File: src/rtl/fcc_pkg.sv
// ----------------------------------------------------------------------------
// fcc_pkg
// Shared widths, register map, reset values and the control-store program of
// the fan curve controller.
// ----------------------------------------------------------------------------
package fcc_pkg;

  // Number of points in the fan curve (2 to 10).
  localparam int NUM_POINTS = 10;
  // Two points are packed into each curve register.
  localparam int CURVE_REGS = 5;

  // Field widths.
  localparam int TEMP_MILLI_W = 18;
  localparam int TEMP_W       = 8;
  localparam int PCT_W        = 7;
  localparam int PWM_W        = 8;
  localparam int PADDR_W      = 5;
  localparam int PDATA_W      = 32;

  // Point index width, enough for NUM_POINTS plus one at any value in range.
  localparam int IDX_W = 4;

  // Register map: index is paddr[4:2].
  localparam logic [2:0] REG_CURVE_0_1 = 3'd0;
  localparam logic [2:0] REG_CURVE_2_3 = 3'd1;
  localparam logic [2:0] REG_CURVE_4_5 = 3'd2;
  localparam logic [2:0] REG_CURVE_6_7 = 3'd3;
  localparam logic [2:0] REG_CURVE_8_9 = 3'd4;
  localparam logic [2:0] REG_FLOOR     = 3'd5;
  localparam logic [2:0] REG_CEIL      = 3'd6;

  // Reset values.
  localparam logic [31:0] CURVE_RST_0_1 = 32'd2418868224;
  localparam logic [31:0] CURVE_RST_2_3 = 32'd2990317111;
  localparam logic [31:0] CURVE_RST_4_5 = 32'd3825263696;
  localparam logic [31:0] CURVE_RST_6_7 = 32'd3825263616;
  localparam logic [31:0] CURVE_RST_8_9 = 32'd3825263616;
  localparam logic [7:0]  FLOOR_RST     = 8'd0;
  localparam logic [7:0]  CEIL_RST      = 8'd255;

  // Millidegrees to degrees: multiply by ceil(2^28 / 1000) and shift by 28.
  // The error stays below 1/1000 over the whole 18-bit input range.
  localparam logic [18:0] DEG_RECIP = 19'd268436;
  localparam int          DEG_SHIFT = 28;

  localparam logic [7:0] TEMP_MAX  = 8'd255;
  localparam logic [7:0] HYST      = 8'd5;
  localparam logic [6:0] PCT_FULL  = 7'd100;
  localparam logic [2:0] DIV_LAST  = 3'd7;

  // One curve point as packed in half a register.
  typedef struct packed {
    logic       interp;
    logic [6:0] pct;
    logic [7:0] temp;
  } point_t;

  // Sequencer step addresses.
  typedef logic [3:0] step_t;
  localparam step_t S_ACCEPT  = 4'd0;
  localparam step_t S_CONV    = 4'd1;
  localparam step_t S_TRACK   = 4'd2;
  localparam step_t S_WALK    = 4'd3;
  localparam step_t S_NOMATCH = 4'd4;
  localparam step_t S_DIRECT  = 4'd5;
  localparam step_t S_IMUL    = 4'd6;
  localparam step_t S_IDIV    = 4'd7;
  localparam step_t S_IDONE   = 4'd8;
  localparam step_t S_CHECK   = 4'd9;
  localparam step_t S_SDIV    = 4'd10;
  localparam step_t S_SDONE   = 4'd11;
  localparam step_t S_WRITE   = 4'd12;
  localparam step_t S_WRAP    = 4'd13;
  localparam step_t S_FAIL    = 4'd14;

  // Datapath operations.
  typedef enum logic [3:0] {
    OP_NOP,
    OP_LOAD,
    OP_CONV,
    OP_TRACK,
    OP_WALK,
    OP_MUL_INTERP,
    OP_DIV,
    OP_INTERP_DONE,
    OP_SCALE_SETUP,
    OP_SCALE_DONE,
    OP_WRITE,
    OP_FAIL
  } op_t;

  // Jump conditions.
  typedef enum logic [3:0] {
    C_NEXT,
    C_ALWAYS,
    C_NO_IN,
    C_WALK_MORE,
    C_NOMATCH,
    C_DIRECT,
    C_DIV_MORE,
    C_PCT_BAD,
    C_OUT_BUSY
  } cond_t;

  // One control word: operation, jump condition and jump target.
  typedef struct packed {
    op_t   op;
    cond_t cond;
    step_t target;
  } uword_t;

  // Control store. When the condition holds the sequencer jumps to the
  // target, otherwise it moves on to the following step.
  function automatic uword_t ucode(step_t s);
    uword_t w;
    case (s)
      S_ACCEPT:  w = '{op: OP_LOAD,        cond: C_NO_IN,     target: S_ACCEPT};
      S_CONV:    w = '{op: OP_CONV,        cond: C_NEXT,      target: S_ACCEPT};
      S_TRACK:   w = '{op: OP_TRACK,       cond: C_NEXT,      target: S_ACCEPT};
      S_WALK:    w = '{op: OP_WALK,        cond: C_WALK_MORE, target: S_WALK};
      S_NOMATCH: w = '{op: OP_NOP,         cond: C_NOMATCH,   target: S_FAIL};
      S_DIRECT:  w = '{op: OP_NOP,         cond: C_DIRECT,    target: S_CHECK};
      S_IMUL:    w = '{op: OP_MUL_INTERP,  cond: C_NEXT,      target: S_ACCEPT};
      S_IDIV:    w = '{op: OP_DIV,         cond: C_DIV_MORE,  target: S_IDIV};
      S_IDONE:   w = '{op: OP_INTERP_DONE, cond: C_NEXT,      target: S_ACCEPT};
      S_CHECK:   w = '{op: OP_SCALE_SETUP, cond: C_PCT_BAD,   target: S_FAIL};
      S_SDIV:    w = '{op: OP_DIV,         cond: C_DIV_MORE,  target: S_SDIV};
      S_SDONE:   w = '{op: OP_SCALE_DONE,  cond: C_NEXT,      target: S_ACCEPT};
      S_WRITE:   w = '{op: OP_WRITE,       cond: C_OUT_BUSY,  target: S_WRITE};
      S_WRAP:    w = '{op: OP_NOP,         cond: C_ALWAYS,    target: S_ACCEPT};
      S_FAIL:    w = '{op: OP_FAIL,        cond: C_ALWAYS,    target: S_WRITE};
      default:   w = '{op: OP_NOP,         cond: C_ALWAYS,    target: S_ACCEPT};
    endcase
    return w;
  endfunction

endpackage

File: src/rtl/fcc_in_if.sv
// ----------------------------------------------------------------------------
// fcc_in_if
// Request channel carrying one temperature sample in millidegrees.
// ----------------------------------------------------------------------------
interface fcc_in_if import fcc_pkg::*; ();

  logic                    valid;
  logic                    ready;
  logic [TEMP_MILLI_W-1:0] temp_milli;

  modport source (output valid, output temp_milli, input ready);
  modport sink   (input valid, input temp_milli, output ready);

endinterface

File: src/rtl/fcc_out_if.sv
// ----------------------------------------------------------------------------
// fcc_out_if
// Result channel carrying the PWM value, duty and temperatures of one request.
// ----------------------------------------------------------------------------
interface fcc_out_if import fcc_pkg::*; ();

  logic              valid;
  logic              ready;
  logic [PWM_W-1:0]  pwm_value;
  logic [PCT_W-1:0]  duty_pct;
  logic [TEMP_W-1:0] tracked_temp_out;
  logic [TEMP_W-1:0] real_temp;
  logic              valid_res;

  modport source (output valid, output pwm_value, output duty_pct,
                  output tracked_temp_out, output real_temp, output valid_res,
                  input ready);
  modport sink   (input valid, input pwm_value, input duty_pct,
                  input tracked_temp_out, input real_temp, input valid_res,
                  output ready);

endinterface

File: src/rtl/fan_curve_controller.sv
// Each request is converted and tracked, walks the curve, is optionally
// interpolated and is scaled to PWM (a failure skips to the write), then waits
// in the write step while an earlier result has not drained; the curve walk
// takes one point per cycle, and each of the two divisions (interpolation and
// PWM scaling) runs in the shared radix-4 divider. A new request is accepted
// only after the write and wrap steps. Reset (rst, synchronous) restores the registers and clears tracking.
// ----------------------------------------------------------------------------
// fan_curve_controller
// Microcoded fan curve controller: converts a millidegree sample to degrees,
// applies falling hysteresis, walks the curve and scales the duty to PWM.
// ----------------------------------------------------------------------------
module fan_curve_controller import fcc_pkg::*; (
  input  logic               clk,
  input  logic               rst,
  fcc_in_if.sink             in_ch,
  fcc_out_if.source          out_ch,
  input  logic               psel,
  input  logic               penable,
  input  logic               pwrite,
  input  logic [PADDR_W-1:0] paddr,
  input  logic [PDATA_W-1:0] pwdata,
  output logic [PDATA_W-1:0] prdata,
  output logic               pready
);

  typedef enum logic [1:0] {
    W_MORE,
    W_DIRECT,
    W_INTERP,
    W_NOMATCH
  } walk_t;

  // Configuration registers.
  logic [31:0] cfg_curve [CURVE_REGS];
  logic [7:0]  pwm_floor;
  logic [7:0]  pwm_ceiling;

  // Sequencer.
  step_t  step;
  step_t  step_next;
  uword_t uw;
  logic   jump;

  // Datapath registers.
  logic [TEMP_MILLI_W-1:0] milli;
  logic [TEMP_W-1:0]       deg;
  logic [TEMP_W-1:0]       tracked;
  logic [IDX_W-1:0]        idx;
  point_t                  cur_pt;
  logic                    w_direct;
  logic                    w_nomatch;
  logic [PCT_W-1:0]        pct;
  logic [7:0]              mag;
  logic [7:0]              dt;
  logic [7:0]              den;
  logic                    neg;
  logic [15:0]             quo;
  logic [7:0]              rem;
  logic [2:0]              div_cnt;

  // Staged result and output register.
  logic [PWM_W-1:0]  res_pwm;
  logic [PCT_W-1:0]  res_pct;
  logic              res_ok;
  logic              out_valid;
  logic [PWM_W-1:0]  out_pwm;
  logic [PCT_W-1:0]  out_pct;
  logic [TEMP_W-1:0] out_track;
  logic [TEMP_W-1:0] out_deg;
  logic              out_ok;

  // APB decode.
  logic       wr_en;
  logic [2:0] reg_idx;

  assign wr_en   = psel && penable && pwrite;
  assign reg_idx = paddr[4:2];
  assign pready  = 1'b1;

  // Configuration writes.
  always_ff @(posedge clk) begin
    if (rst) begin
      cfg_curve[0] <= CURVE_RST_0_1;
      cfg_curve[1] <= CURVE_RST_2_3;
      cfg_curve[2] <= CURVE_RST_4_5;
      cfg_curve[3] <= CURVE_RST_6_7;
      cfg_curve[4] <= CURVE_RST_8_9;
      pwm_floor    <= FLOOR_RST;
      pwm_ceiling  <= CEIL_RST;
    end else if (wr_en) begin
      case (reg_idx)
        REG_CURVE_0_1: cfg_curve[0] <= pwdata;
        REG_CURVE_2_3: cfg_curve[1] <= pwdata;
        REG_CURVE_4_5: cfg_curve[2] <= pwdata;
        REG_CURVE_6_7: cfg_curve[3] <= pwdata;
        REG_CURVE_8_9: cfg_curve[4] <= pwdata;
        REG_FLOOR:     pwm_floor    <= pwdata[7:0];
        REG_CEIL:      pwm_ceiling  <= pwdata[7:0];
        default: ;
      endcase
    end
  end

  // Register read-back.
  always_comb begin
    case (reg_idx)
      REG_CURVE_0_1: prdata = cfg_curve[0];
      REG_CURVE_2_3: prdata = cfg_curve[1];
      REG_CURVE_4_5: prdata = cfg_curve[2];
      REG_CURVE_6_7: prdata = cfg_curve[3];
      REG_CURVE_8_9: prdata = cfg_curve[4];
      REG_FLOOR:     prdata = {24'd0, pwm_floor};
      REG_CEIL:      prdata = {24'd0, pwm_ceiling};
      default:       prdata = '0;
    endcase
  end

  // Next curve point, fetched one ahead of the point under test.
  logic [IDX_W-1:0] nidx;
  logic [31:0]      pair;
  point_t           nxt_pt;

  assign nidx = idx + IDX_W'(1);

  always_comb begin
    case (nidx[IDX_W-1:1])
      3'd0:    pair = cfg_curve[0];
      3'd1:    pair = cfg_curve[1];
      3'd2:    pair = cfg_curve[2];
      3'd3:    pair = cfg_curve[3];
      3'd4:    pair = cfg_curve[4];
      default: pair = '0;
    endcase
    nxt_pt = nidx[0] ? point_t'(pair[31:16]) : point_t'(pair[15:0]);
  end

  // Decision for the current point.
  logic  last_pt;
  walk_t walk_res;

  assign last_pt = (idx == IDX_W'(NUM_POINTS - 1));

  always_comb begin
    if (tracked < cur_pt.temp) begin
      walk_res = W_DIRECT;
    end else if (last_pt) begin
      walk_res = (tracked > cur_pt.temp) ? W_DIRECT : W_NOMATCH;
    end else if ((tracked > cur_pt.temp) && (cur_pt.temp >= nxt_pt.temp)) begin
      walk_res = W_DIRECT;
    end else if (tracked < nxt_pt.temp) begin
      walk_res = cur_pt.interp ? W_INTERP : W_DIRECT;
    end else begin
      walk_res = W_MORE;
    end
  end

  // Degree conversion and hysteresis bound.
  logic [TEMP_MILLI_W+18:0] conv_prod;
  logic [8:0]               deg_wide;
  logic [TEMP_W-1:0]        upper;

  assign conv_prod = TEMP_MILLI_W'(milli) * DEG_RECIP;
  assign deg_wide  = conv_prod[DEG_SHIFT +: 9];
  assign upper     = (deg > (TEMP_MAX - HYST)) ? TEMP_MAX : deg + HYST;

  // Two restoring division steps per cycle.
  logic [8:0] r1;
  logic [8:0] r1s;
  logic [8:0] r2;
  logic [8:0] r2s;
  logic       ge1;
  logic       ge2;

  always_comb begin
    r1  = {rem, quo[15]};
    ge1 = (r1 >= {1'b0, den});
    r1s = ge1 ? r1 - {1'b0, den} : r1;
    r2  = {r1s[7:0], quo[14]};
    ge2 = (r2 >= {1'b0, den});
    r2s = ge2 ? r2 - {1'b0, den} : r2;
  end

  // Control word and jump decision.
  always_comb begin
    uw = ucode(step);
    case (uw.cond)
      C_NEXT:      jump = 1'b0;
      C_ALWAYS:    jump = 1'b1;
      C_NO_IN:     jump = !in_ch.valid;
      C_WALK_MORE: jump = (walk_res == W_MORE);
      C_NOMATCH:   jump = w_nomatch;
      C_DIRECT:    jump = w_direct;
      C_DIV_MORE:  jump = (div_cnt != DIV_LAST);
      C_PCT_BAD:   jump = (pct > PCT_FULL);
      C_OUT_BUSY:  jump = out_valid;
      default:     jump = 1'b0;
    endcase
    step_next = jump ? uw.target : step + 4'd1;
  end

  assign in_ch.ready = (step == S_ACCEPT);

  // Sequencer, datapath and output register.
  always_ff @(posedge clk) begin
    if (rst) begin
      step      <= S_ACCEPT;
      tracked   <= '0;
      out_valid <= 1'b0;
    end else begin
      step <= step_next;

      if (out_valid && out_ch.ready) begin
        out_valid <= 1'b0;
      end

      case (uw.op)
        OP_LOAD: begin
          milli <= in_ch.temp_milli;
        end
        OP_CONV: begin
          deg <= (deg_wide > {1'b0, TEMP_MAX}) ? TEMP_MAX : deg_wide[7:0];
        end
        OP_TRACK: begin
          if (tracked < deg) begin
            tracked <= deg;
          end else if (tracked > upper) begin
            tracked <= upper;
          end
          idx    <= '0;
          cur_pt <= point_t'(cfg_curve[0][15:0]);
        end
        OP_WALK: begin
          // Latch everything the chosen branch may need.
          w_direct  <= (walk_res == W_DIRECT);
          w_nomatch <= (walk_res == W_NOMATCH);
          pct       <= cur_pt.pct;
          neg       <= (nxt_pt.pct < cur_pt.pct);
          mag       <= (nxt_pt.pct < cur_pt.pct) ? {1'b0, cur_pt.pct - nxt_pt.pct}
                                                 : {1'b0, nxt_pt.pct - cur_pt.pct};
          dt        <= tracked - cur_pt.temp;
          den       <= nxt_pt.temp - cur_pt.temp;
          if (walk_res == W_MORE) begin
            idx    <= nidx;
            cur_pt <= nxt_pt;
          end
        end
        OP_MUL_INTERP: begin
          quo     <= mag * dt;
          rem     <= '0;
          div_cnt <= '0;
        end
        OP_DIV: begin
          rem     <= r2s[7:0];
          quo     <= {quo[13:0], ge1, ge2};
          div_cnt <= div_cnt + 3'd1;
        end
        OP_INTERP_DONE: begin
          pct <= neg ? pct - quo[6:0] : pct + quo[6:0];
        end
        OP_SCALE_SETUP: begin
          neg     <= (pwm_ceiling < pwm_floor);
          quo     <= 16'((pwm_ceiling < pwm_floor) ? pwm_floor - pwm_ceiling
                                                   : pwm_ceiling - pwm_floor)
                     * {9'd0, pct};
          den     <= {1'b0, PCT_FULL};
          rem     <= '0;
          div_cnt <= '0;
        end
        OP_SCALE_DONE: begin
          res_pwm <= neg ? pwm_floor - quo[7:0] : pwm_floor + quo[7:0];
          res_pct <= pct;
          res_ok  <= 1'b1;
        end
        OP_FAIL: begin
          res_pwm <= '0;
          res_pct <= '0;
          res_ok  <= 1'b0;
        end
        OP_WRITE: begin
          if (!out_valid) begin
            out_valid <= 1'b1;
            out_pwm   <= res_pwm;
            out_pct   <= res_pct;
            out_track <= tracked;
            out_deg   <= deg;
            out_ok    <= res_ok;
          end
        end
        default: ;
      endcase
    end
  end

  assign out_ch.valid            = out_valid;
  assign out_ch.pwm_value        = out_pwm;
  assign out_ch.duty_pct         = out_pct;
  assign out_ch.tracked_temp_out = out_track;
  assign out_ch.real_temp        = out_deg;
  assign out_ch.valid_res        = out_ok;

  // An invalid result carries zero PWM and zero duty.
  assert property (@(posedge clk) disable iff (rst)
    (out_valid && !out_ok) |-> (out_pwm == '0) && (out_pct == '0))
    else $error("invalid result with non-zero payload");

  // A valid result never has a duty above one hundred percent.
  assert property (@(posedge clk) disable iff (rst)
    (out_valid && out_ok) |-> (out_pct <= PCT_FULL))
    else $error("valid result with duty above full scale");

  // The tracked temperature lies between the sample and the hysteresis bound.
  assert property (@(posedge clk) disable iff (rst)
    out_valid |-> ({1'b0, out_track} >= {1'b0, out_deg}) &&
                  ({1'b0, out_track} <= ({1'b0, out_deg} + 9'd5)))
    else $error("tracked temperature outside hysteresis window");

  // Interpolation divides by a non-zero segment width.
  assert property (@(posedge clk) disable iff (rst)
    (step == S_IDIV) |-> (den != '0))
    else $error("interpolation divisor is zero");

  // The interpolation division starts from a cleared step count.
  assert property (@(posedge clk) disable iff (rst)
    ((step == S_IDIV) && ($past(step) == S_IMUL)) |-> (div_cnt == '0))
    else $error("division entered with a stale step count");

endmodule
File: src/flat_wrapper.sv
// flat-port wrapper written by rule: the top's interface ports become plain ports
module fan_curve_controller_flat import fcc_pkg::*;
  (clk, rst, psel, penable, pwrite, paddr, pwdata, prdata, pready, in_ch_valid, in_ch_temp_milli, in_ch_ready, out_ch_valid, out_ch_pwm_value, out_ch_duty_pct, out_ch_tracked_temp_out, out_ch_real_temp, out_ch_valid_res, out_ch_ready);
  fcc_in_if in_ch_i ();
  fcc_out_if out_ch_i ();
  input  logic clk;
  input  logic rst;
  input  logic psel;
  input  logic penable;
  input  logic pwrite;
  input  logic [PADDR_W-1:0] paddr;
  input  logic [PDATA_W-1:0] pwdata;
  output logic [PDATA_W-1:0] prdata;
  output logic pready;
  input wire logic [$bits(in_ch_i.valid)-1:0] in_ch_valid;
  input wire logic [$bits(in_ch_i.temp_milli)-1:0] in_ch_temp_milli;
  output wire logic [$bits(in_ch_i.ready)-1:0] in_ch_ready;
  output wire logic [$bits(out_ch_i.valid)-1:0] out_ch_valid;
  output wire logic [$bits(out_ch_i.pwm_value)-1:0] out_ch_pwm_value;
  output wire logic [$bits(out_ch_i.duty_pct)-1:0] out_ch_duty_pct;
  output wire logic [$bits(out_ch_i.tracked_temp_out)-1:0] out_ch_tracked_temp_out;
  output wire logic [$bits(out_ch_i.real_temp)-1:0] out_ch_real_temp;
  output wire logic [$bits(out_ch_i.valid_res)-1:0] out_ch_valid_res;
  input wire logic [$bits(out_ch_i.ready)-1:0] out_ch_ready;
  assign in_ch_i.valid = in_ch_valid;
  assign in_ch_i.temp_milli = in_ch_temp_milli;
  assign in_ch_ready = in_ch_i.ready;
  assign out_ch_valid = out_ch_i.valid;
  assign out_ch_pwm_value = out_ch_i.pwm_value;
  assign out_ch_duty_pct = out_ch_i.duty_pct;
  assign out_ch_tracked_temp_out = out_ch_i.tracked_temp_out;
  assign out_ch_real_temp = out_ch_i.real_temp;
  assign out_ch_valid_res = out_ch_i.valid_res;
  assign out_ch_i.ready = out_ch_ready;
  fan_curve_controller u_core (.clk(clk), .rst(rst), .in_ch(in_ch_i), .out_ch(out_ch_i), .psel(psel), .penable(penable), .pwrite(pwrite), .paddr(paddr), .pwdata(pwdata), .prdata(prdata), .pready(pready));
endmodule
File: config.mk
export PLATFORM = sky130hd
export DESIGN_NAME = fan_curve_controller_flat
export DESIGN_NICKNAME = d
export VERILOG_FILES = /design/src/rtl/fcc_pkg.sv /design/src/rtl/fcc_in_if.sv /design/src/rtl/fcc_out_if.sv /design/src/rtl/fan_curve_controller.sv /design/src/flat_wrapper.sv
export SDC_FILE = /design/constraint.sdc
export NUM_CORES = 1
export LEC_CHECK = 0
export BUFFER_PORTS_ARGS = -buffer_cell sky130_fd_sc_hd__buf_2
export CAP_MARGIN = 20
export CORE_ASPECT_RATIO = 0.9
export CORE_UTILIZATION = 59
export CTS_BUF_LIST = sky130_fd_sc_hd__clkbuf_4
export DETAILED_ROUTE_END_ITERATION = 6
export GPL_TIMING_DRIVEN = 0
export PLACE_DENSITY = 0.84
export SYNTH_ARGS = -nofsm -noshare
export SYNTH_HDL_FRONTEND = slang
export SYNTH_SLANG_ARGS = --single-unit
File: constraint.sdc
create_clock -name clk -period 6.37 [get_ports clk]
set_clock_uncertainty 0.15 [all_clocks]
set_input_delay 1.911 -clock clk [delete_from_list [all_inputs] [get_ports clk]]
set_output_delay 1.911 -clock clk [all_outputs]
set_load 0.01 [all_outputs]
# After elaboration in Yosys (flattened, before gate mapping)
# Memory sizes are Yosys's and may differ from the RTL's. A register that Yosys moved wholly into a read port is not among the register bits.
# Index checks and enable logic that the tools add are counted.
classes:
  addsub: 16
  multipliers: 3
  n_lt_le_gt_ge: 13
  eq_ne: 34
  n_mux: 64
  n_bitwise: 7
  n_reduce_logical: 30
ops:
  columns: ["cell", "n"]
  rows:
  - ["32-bit one-hot mux with 7 select lines", 1]
  - ["32-bit two-way mux", 5]
  - ["32-bit one-hot mux with 5 select lines", 1]
  - ["16-bit two-way mux", 3]
  - ["8-bit two-way mux", 6]
  - ["16-bit one-hot mux with 3 select lines", 1]
  - ["8-bit one-hot mux with 2 select lines", 3]
  - ["8-bit subtractor", 5]
  - ["18-bit by 17-bit multiplier with 35-bit output (second input constant)", 1]
  - ["4-bit by 3-bit == test with 1-bit output (second input constant)", 8]
  - ["8-bit less-than comparator", 4]
  - ["16-bit one-hot mux with 2 select lines", 1]
  - ["7-bit one-hot mux with 2 select lines", 2]
  - ["1-bit two-way mux", 25]
  - ["4-bit == test (second input constant)", 6]
  - ["2-bit AND reduction", 11]
  - ["7-bit subtractor", 3]
  - ["9-bit by 8-bit >= comparator with 1-bit output", 2]
  - ["8-bit by 8-bit subtractor with 9-bit output", 2]
  - ["4-bit by 2-bit == test with 1-bit output (second input constant)", 4]
  - ["8-bit > comparator", 2]
  - ["16-bit by 7-bit multiplier with 16-bit output", 1]
  - ["8-bit by 8-bit multiplier with 16-bit output", 1]
  - ["7-bit two-way mux", 2]
  - ["other kinds (35)", 67]
totals:
  register_bits: 184
  mem_bits_rw: 160
  mem_bits_ro: 192
  input_bits: 62
  n_memories: 2
memory_table:
  columns: ["memory", "words", "word_bits", "read_ports", "rd_ports_with_merged_regs", "wr", "line", "source"]
  rows:
  - ["(name not given)", 16, 12, 1, 1, 0, "fcc_pkg.sv:117", "case (s)"]
  - ["u_core.cfg_curve", 5, 32, 5, 0, 5, "fan_curve_controller.sv:34", "logic [31:0] cfg_curve [CURVE_REGS];"]

# Longest topological paths before layout
depth:
  ltp_word: 13
  ltp_mapped: 29

# Worst setup path after synthesis
# No wires, ideal clock.
synth_path:
  path_kind: "reg-to-reg"
  start: "register u_core.pwm_ceiling[1]"
  end: "register u_core.quo[15] (data pin)"
  setup_time_ps: 261
  arrival_ps: 6637
  setup_slack_ps: -678
  path_stages_with_launch: 29
  path_cell_list: "dfxtp_1 -> inv_1 -> ha_1 -> nor2b_1 -> o21ai_0 -> a21boi_1 -> o21ai_0 -> a211oi_1 -> a21oi_2 -> mux2_2 -> a311oi_1 -> xnor2_1 -> and2_1 -> fa_1 -> fa_1 -> fa_1 -> inv_1 -> fa_1 -> inv_1 -> ha_1 -> o21ai_0 -> nand2b_1 -> o31a_1 -> a41oi_1 -> a211o_1 -> o21a_1 -> xor2_1 -> nor2_1 -> a221o_1"
synth_between:
  elab_chain_cells: 4
  elab_cells_between_ends: 6
  classes_between: "2 x add/sub; 1 x mul; 1 x order compare; 2 x mux"
synth_lines:
  columns: ["element", "line", "source"]
  rows:
  - ["start, declared", "fan_curve_controller.sv:36", "logic [7:0] pwm_ceiling;"]
  - ["start signal, assigned", "fan_curve_controller.sv:98", "REG_CEIL: pwm_ceiling <= pwdata[7:0];"]
  - ["8-bit by 8-bit subtractor with 9-bit output, or another cell as far along", "fan_curve_controller.sv:263", ": pwm_ceiling - pwm_floor)"]
  - ["16-bit two-way mux (*)", "fan_curve_controller.sv:262", "quo <= 16'((pwm_ceiling < pwm_floor) ? pwm_floor - pwm_ceiling"]
  - ["16-bit by 7-bit multiplier with 16-bit output (*)", "fan_curve_controller.sv:264", "* {9'd0, pct};"]
  - ["16-bit one-hot mux with 3 select lines (*)", "fan_curve_controller.sv:216", "case (uw.op)"]
  - ["end signal, assigned", "fan_curve_controller.sv:248", "quo <= mag * dt;"]
  - ["end signal, assigned", "fan_curve_controller.sv:254", "quo <= {quo[13:0], ge1, ge2};"]
  - ["end signal, assigned", "fan_curve_controller.sv:262", null]
  - ["end, declared", "fan_curve_controller.sv:57", "logic [15:0] quo;"]
# Mark *: on every way between the ends. The rest lies on a longest branch, timed or not.
# A chain may end at the register's enable or synchronous reset.

# Worst setup path in the final report
# Same ends and word-level chain as after synthesis.

==> metrics <==
overall power ~11 mW; dpl cells ~3,300; GPL Wtd Cong 0.940; WP data required around 6700 ps; share of cells above drive strength 1 approximately 18%; failing checks DRC, setup timing; Sw Ratio between 40% and 50%; number of synthesized flops with an enable pin about 310; Avg WL per Cell slightly above 20 um; internal power around 6.5 mW; Reg power frac 27.9%; die area ~47,000 um2; Hold Violations, Final 0; synth unique cells 84; Leak about 14 nW; fin nets 3,275; Max VDD drop about 0.00065 V; flops & latches, synth between 300 and 400; CTS Buffer Depth 3; RSZ-0062 raised after global routing yes; Final Setup Violations 4; cells after synthesis 2,501; area of the multi-input gates 15,800 um2; Max Cap Viol 0; CP most frequent cell fa_1; most common cell after layout, fill and taps aside inv_1; non-filler cells, final ~3,400; Worst EP arrival 7250 ps; hold_ws between 200 and 300 ps; clk slew on worst S/H paths roughly 70 ps; outcome complete, but fails checks; leading cell types in the layout, fill and taps excluded 323 x inv_1, 314 x edfxtp_1, 302 x ha_1, 181 x nand2_1, 135 x fa_1; HPWL Detailed 52,400 um; Post-synth ARST share 0%; Cell Rows 74; top_reg_cell synth edfxtp_1; Final Worst Setup Slack -507 ps; Vert. Die Dim between 200 and 250 um; drt first pass iters 7; latest clock arrival within the worst-skew pair approximately 850 ps; all-layer global routing usage 30.3%; Layout fillers 3,241; max-slew violation count 0; PortBufs 124; initial core utilization between 50% and 60%; Hold Crit Class reg2reg; Least-Margin Pin Slew roughly 1100 ps; slowest cell on the critical path fa_1; Net Sw Power ~4.5 mW; area delta synth->final 13.2%; Syn Area/Cell around 11 um2; Num CTS Buffers 90; 1st-iter DRT viols a little over 2,000; total gr overflow 0; headroom to the max-slew limit between 20% and 30%; Crit path largest cell delay approximately 520 ps; number of global-route vias before repair approximately 22,000; Logic pwr share roughly 54%; post-route ant nets 0; die width 228 um; syn_nets 3,012; largest net degree at the start of global routing 23; Startpoint Class register; crit share post-route 108%; Clock Tree Root clkbuf_4; min Tclk post-route approximately 6900 ps; Setup Crit Path Kind reg2reg; Crit Path Max Fanout 6; CTS tree built; FF+latch area 10,300 um2; Synth Cell Area between 20,000 and 30,000 um2; hold-fix buffers at CTS 0; clock share of power 17.8%; FMAX ~150 MHz; drt via density slightly above 6; sequential fraction of the synthesis area 37.8%; I/O Pins about 130; Core Area approximately 45,000 um2; first-pass GRT wire length 112,000 um; routed vias about 21,000; DRT Wirelength roughly 70,000 um; synth warn 0; Setup crit end kind register; Residual DRC 1; H-tree levels 3; Cell Pwr Density roughly 360 nW/um2; initial antenna violation count 1; clk sinks 355
Yosys cell counts, drive strengths merged (9+ instances only):
| cell type | n | area share [%] |
|---|---|---|
| mux2 | 42 | 1.8 |
| and3 | 9 | 0.21 |
| mux2i | 58 | 2.2 |
| a22o | 11 | 0.36 |
| nor3 | 25 | 0.46 |
| dfxtp | 41 | 3.0 |
| inv | 336 | 4.7 |
| and2 | 107 | 2.5 |
| xnor2 | 58 | 1.9 |
| a21oi | 86 | 1.7 |
| nor2b | 52 | 1.2 |
| nor2 | 113 | 1.6 |
| a211o | 9 | 0.29 |
| xor2 | 33 | 1.1 |
| a221oi | 13 | 0.48 |
| clkbuf | 61 | 0.84 |
| ha | 314 | 14 |
| o21ai | 109 | 2.0 |
| nand4 | 13 | 0.30 |
| a22oi | 28 | 0.78 |
| edfxtp | 314 | 35 |
| o211ai | 15 | 0.42 |
| a21o | 55 | 1.5 |
| a211oi | 11 | 0.30 |
| nand2 | 182 | 2.5 |
| nand3 | 27 | 0.50 |
| nand2b | 57 | 1.3 |
| a31oi | 20 | 0.46 |
| buf | 19 | 0.37 |
| mux4 | 28 | 2.3 |
| or3 | 9 | 0.21 |
| fa | 135 | 10 |
power by group through the flow:
stage | clock [mW] | sequential, mW | combinational, mW
after detailed placement | 0 | 3.10 | 5.64
final | 1.95 | 3.06 | 5.96
after global placement | 0 | 3.10 | 5.31
after floorplan | 0 | 3.01 | 4.25
after CTS | 1.97 | 3.05 | 5.85
after global routing | 2.08 | 3.07 | 6.82
logic make-up after synthesis:
kind of cell | synth area share [%]
AO/OA/AOI/OAI | 10.9
XOR/XNOR | 2.94
adder cells (fa/ha/maj) | 24.5
buffers and inverters | 5.87
flip-flops | 37.8
multiplexers | 6.35
other | 0.0138
AND/OR/NAND/NOR | 11.6
worst max-delay path: cells and delay by family, from the launching register on:
kind,cells,cell delay (ps)
muxes,1,160
buffers and inverters,4,290
xor gates and xnor gates,2,290
adders and majority gates,6,2520
and+or+nand+nor,4,460
DFF,1,360
AOI/OAI and AO/OA,12,2330
worst paths after layout:
path / start / cells after the start / endpoint / slack [ps]
setup / recovery: u_core.pwm_ceiling[1] / 29 / u_core.quo[15] / -510
setup reg to reg: u_core.pwm_ceiling[1] / 29 / u_core.quo[15] / -510
hold reg to reg: u_core.res_pwm[1] / 0 / u_core.out_ch.pwm_value[1] / 270
hold / removal: u_core.res_pwm[1] / 0 / u_core.out_ch.pwm_value[1] / 270
flip-flops by register name, summed over array words and instances, names as in the netlist, 12 cells and up:
| name | flops |
|---|---|
| u_core.cur_pt | 16 |
| u_core.milli | 18 |
| u_core.cfg_curve | 160 |
| u_core.quo | 16 |
| u_core.uw | 12 |
area by class of cell:
class / count / area share [%]
diodes: 1 / 0.00815
clock buffers: 128 / 3.13
flip-flops and latches: 355 / 33.4
clock inverters: 28 / 0.562
repair buffers: 173 / 3.74
multi-input cells: 1730 / 51.3
well taps: 608 / 2.48
plain buffers: 78 / 1.20
inverters: 336 / 4.12
layer usage:
metal	part of all wire (%)	GRT usage [%]
met1	37	36.2
met2	48	50.7
met3	9.5	6.54
met4	5.2	17.8
met5	0	0
stage by stage:
| step | TNS (ps) | setup WS [ps] | util [%] | instance area [um2] |
|---|---|---|---|---|
| 2_1_floorplan | -118 | -118 | - | 27200 |
| 3_3_place_gp | -376720 | -2430 | 62.9 | 28600 |
| 3_5_place_dp | -25650 | -1090 | 63.8 | 28900 |
| 4_1_cts | -710 | -423 | 67.3 | 30600 |
| 5_1_grt | -2750 | -810 | 67.7 | 30700 |
| 6_report | -1180 | -507 | 67.7 | 30700 |
timing repair:
| action | CTS | global route |
|---|---|---|
| gates resized for setup | 81 | 32 |
| endpoints found under the setup margin | 76 | 52 |
| pin swaps | 26 | 11 |
| setup buffers | 20 | 8 |
Power figures use the tool's default switching activity.
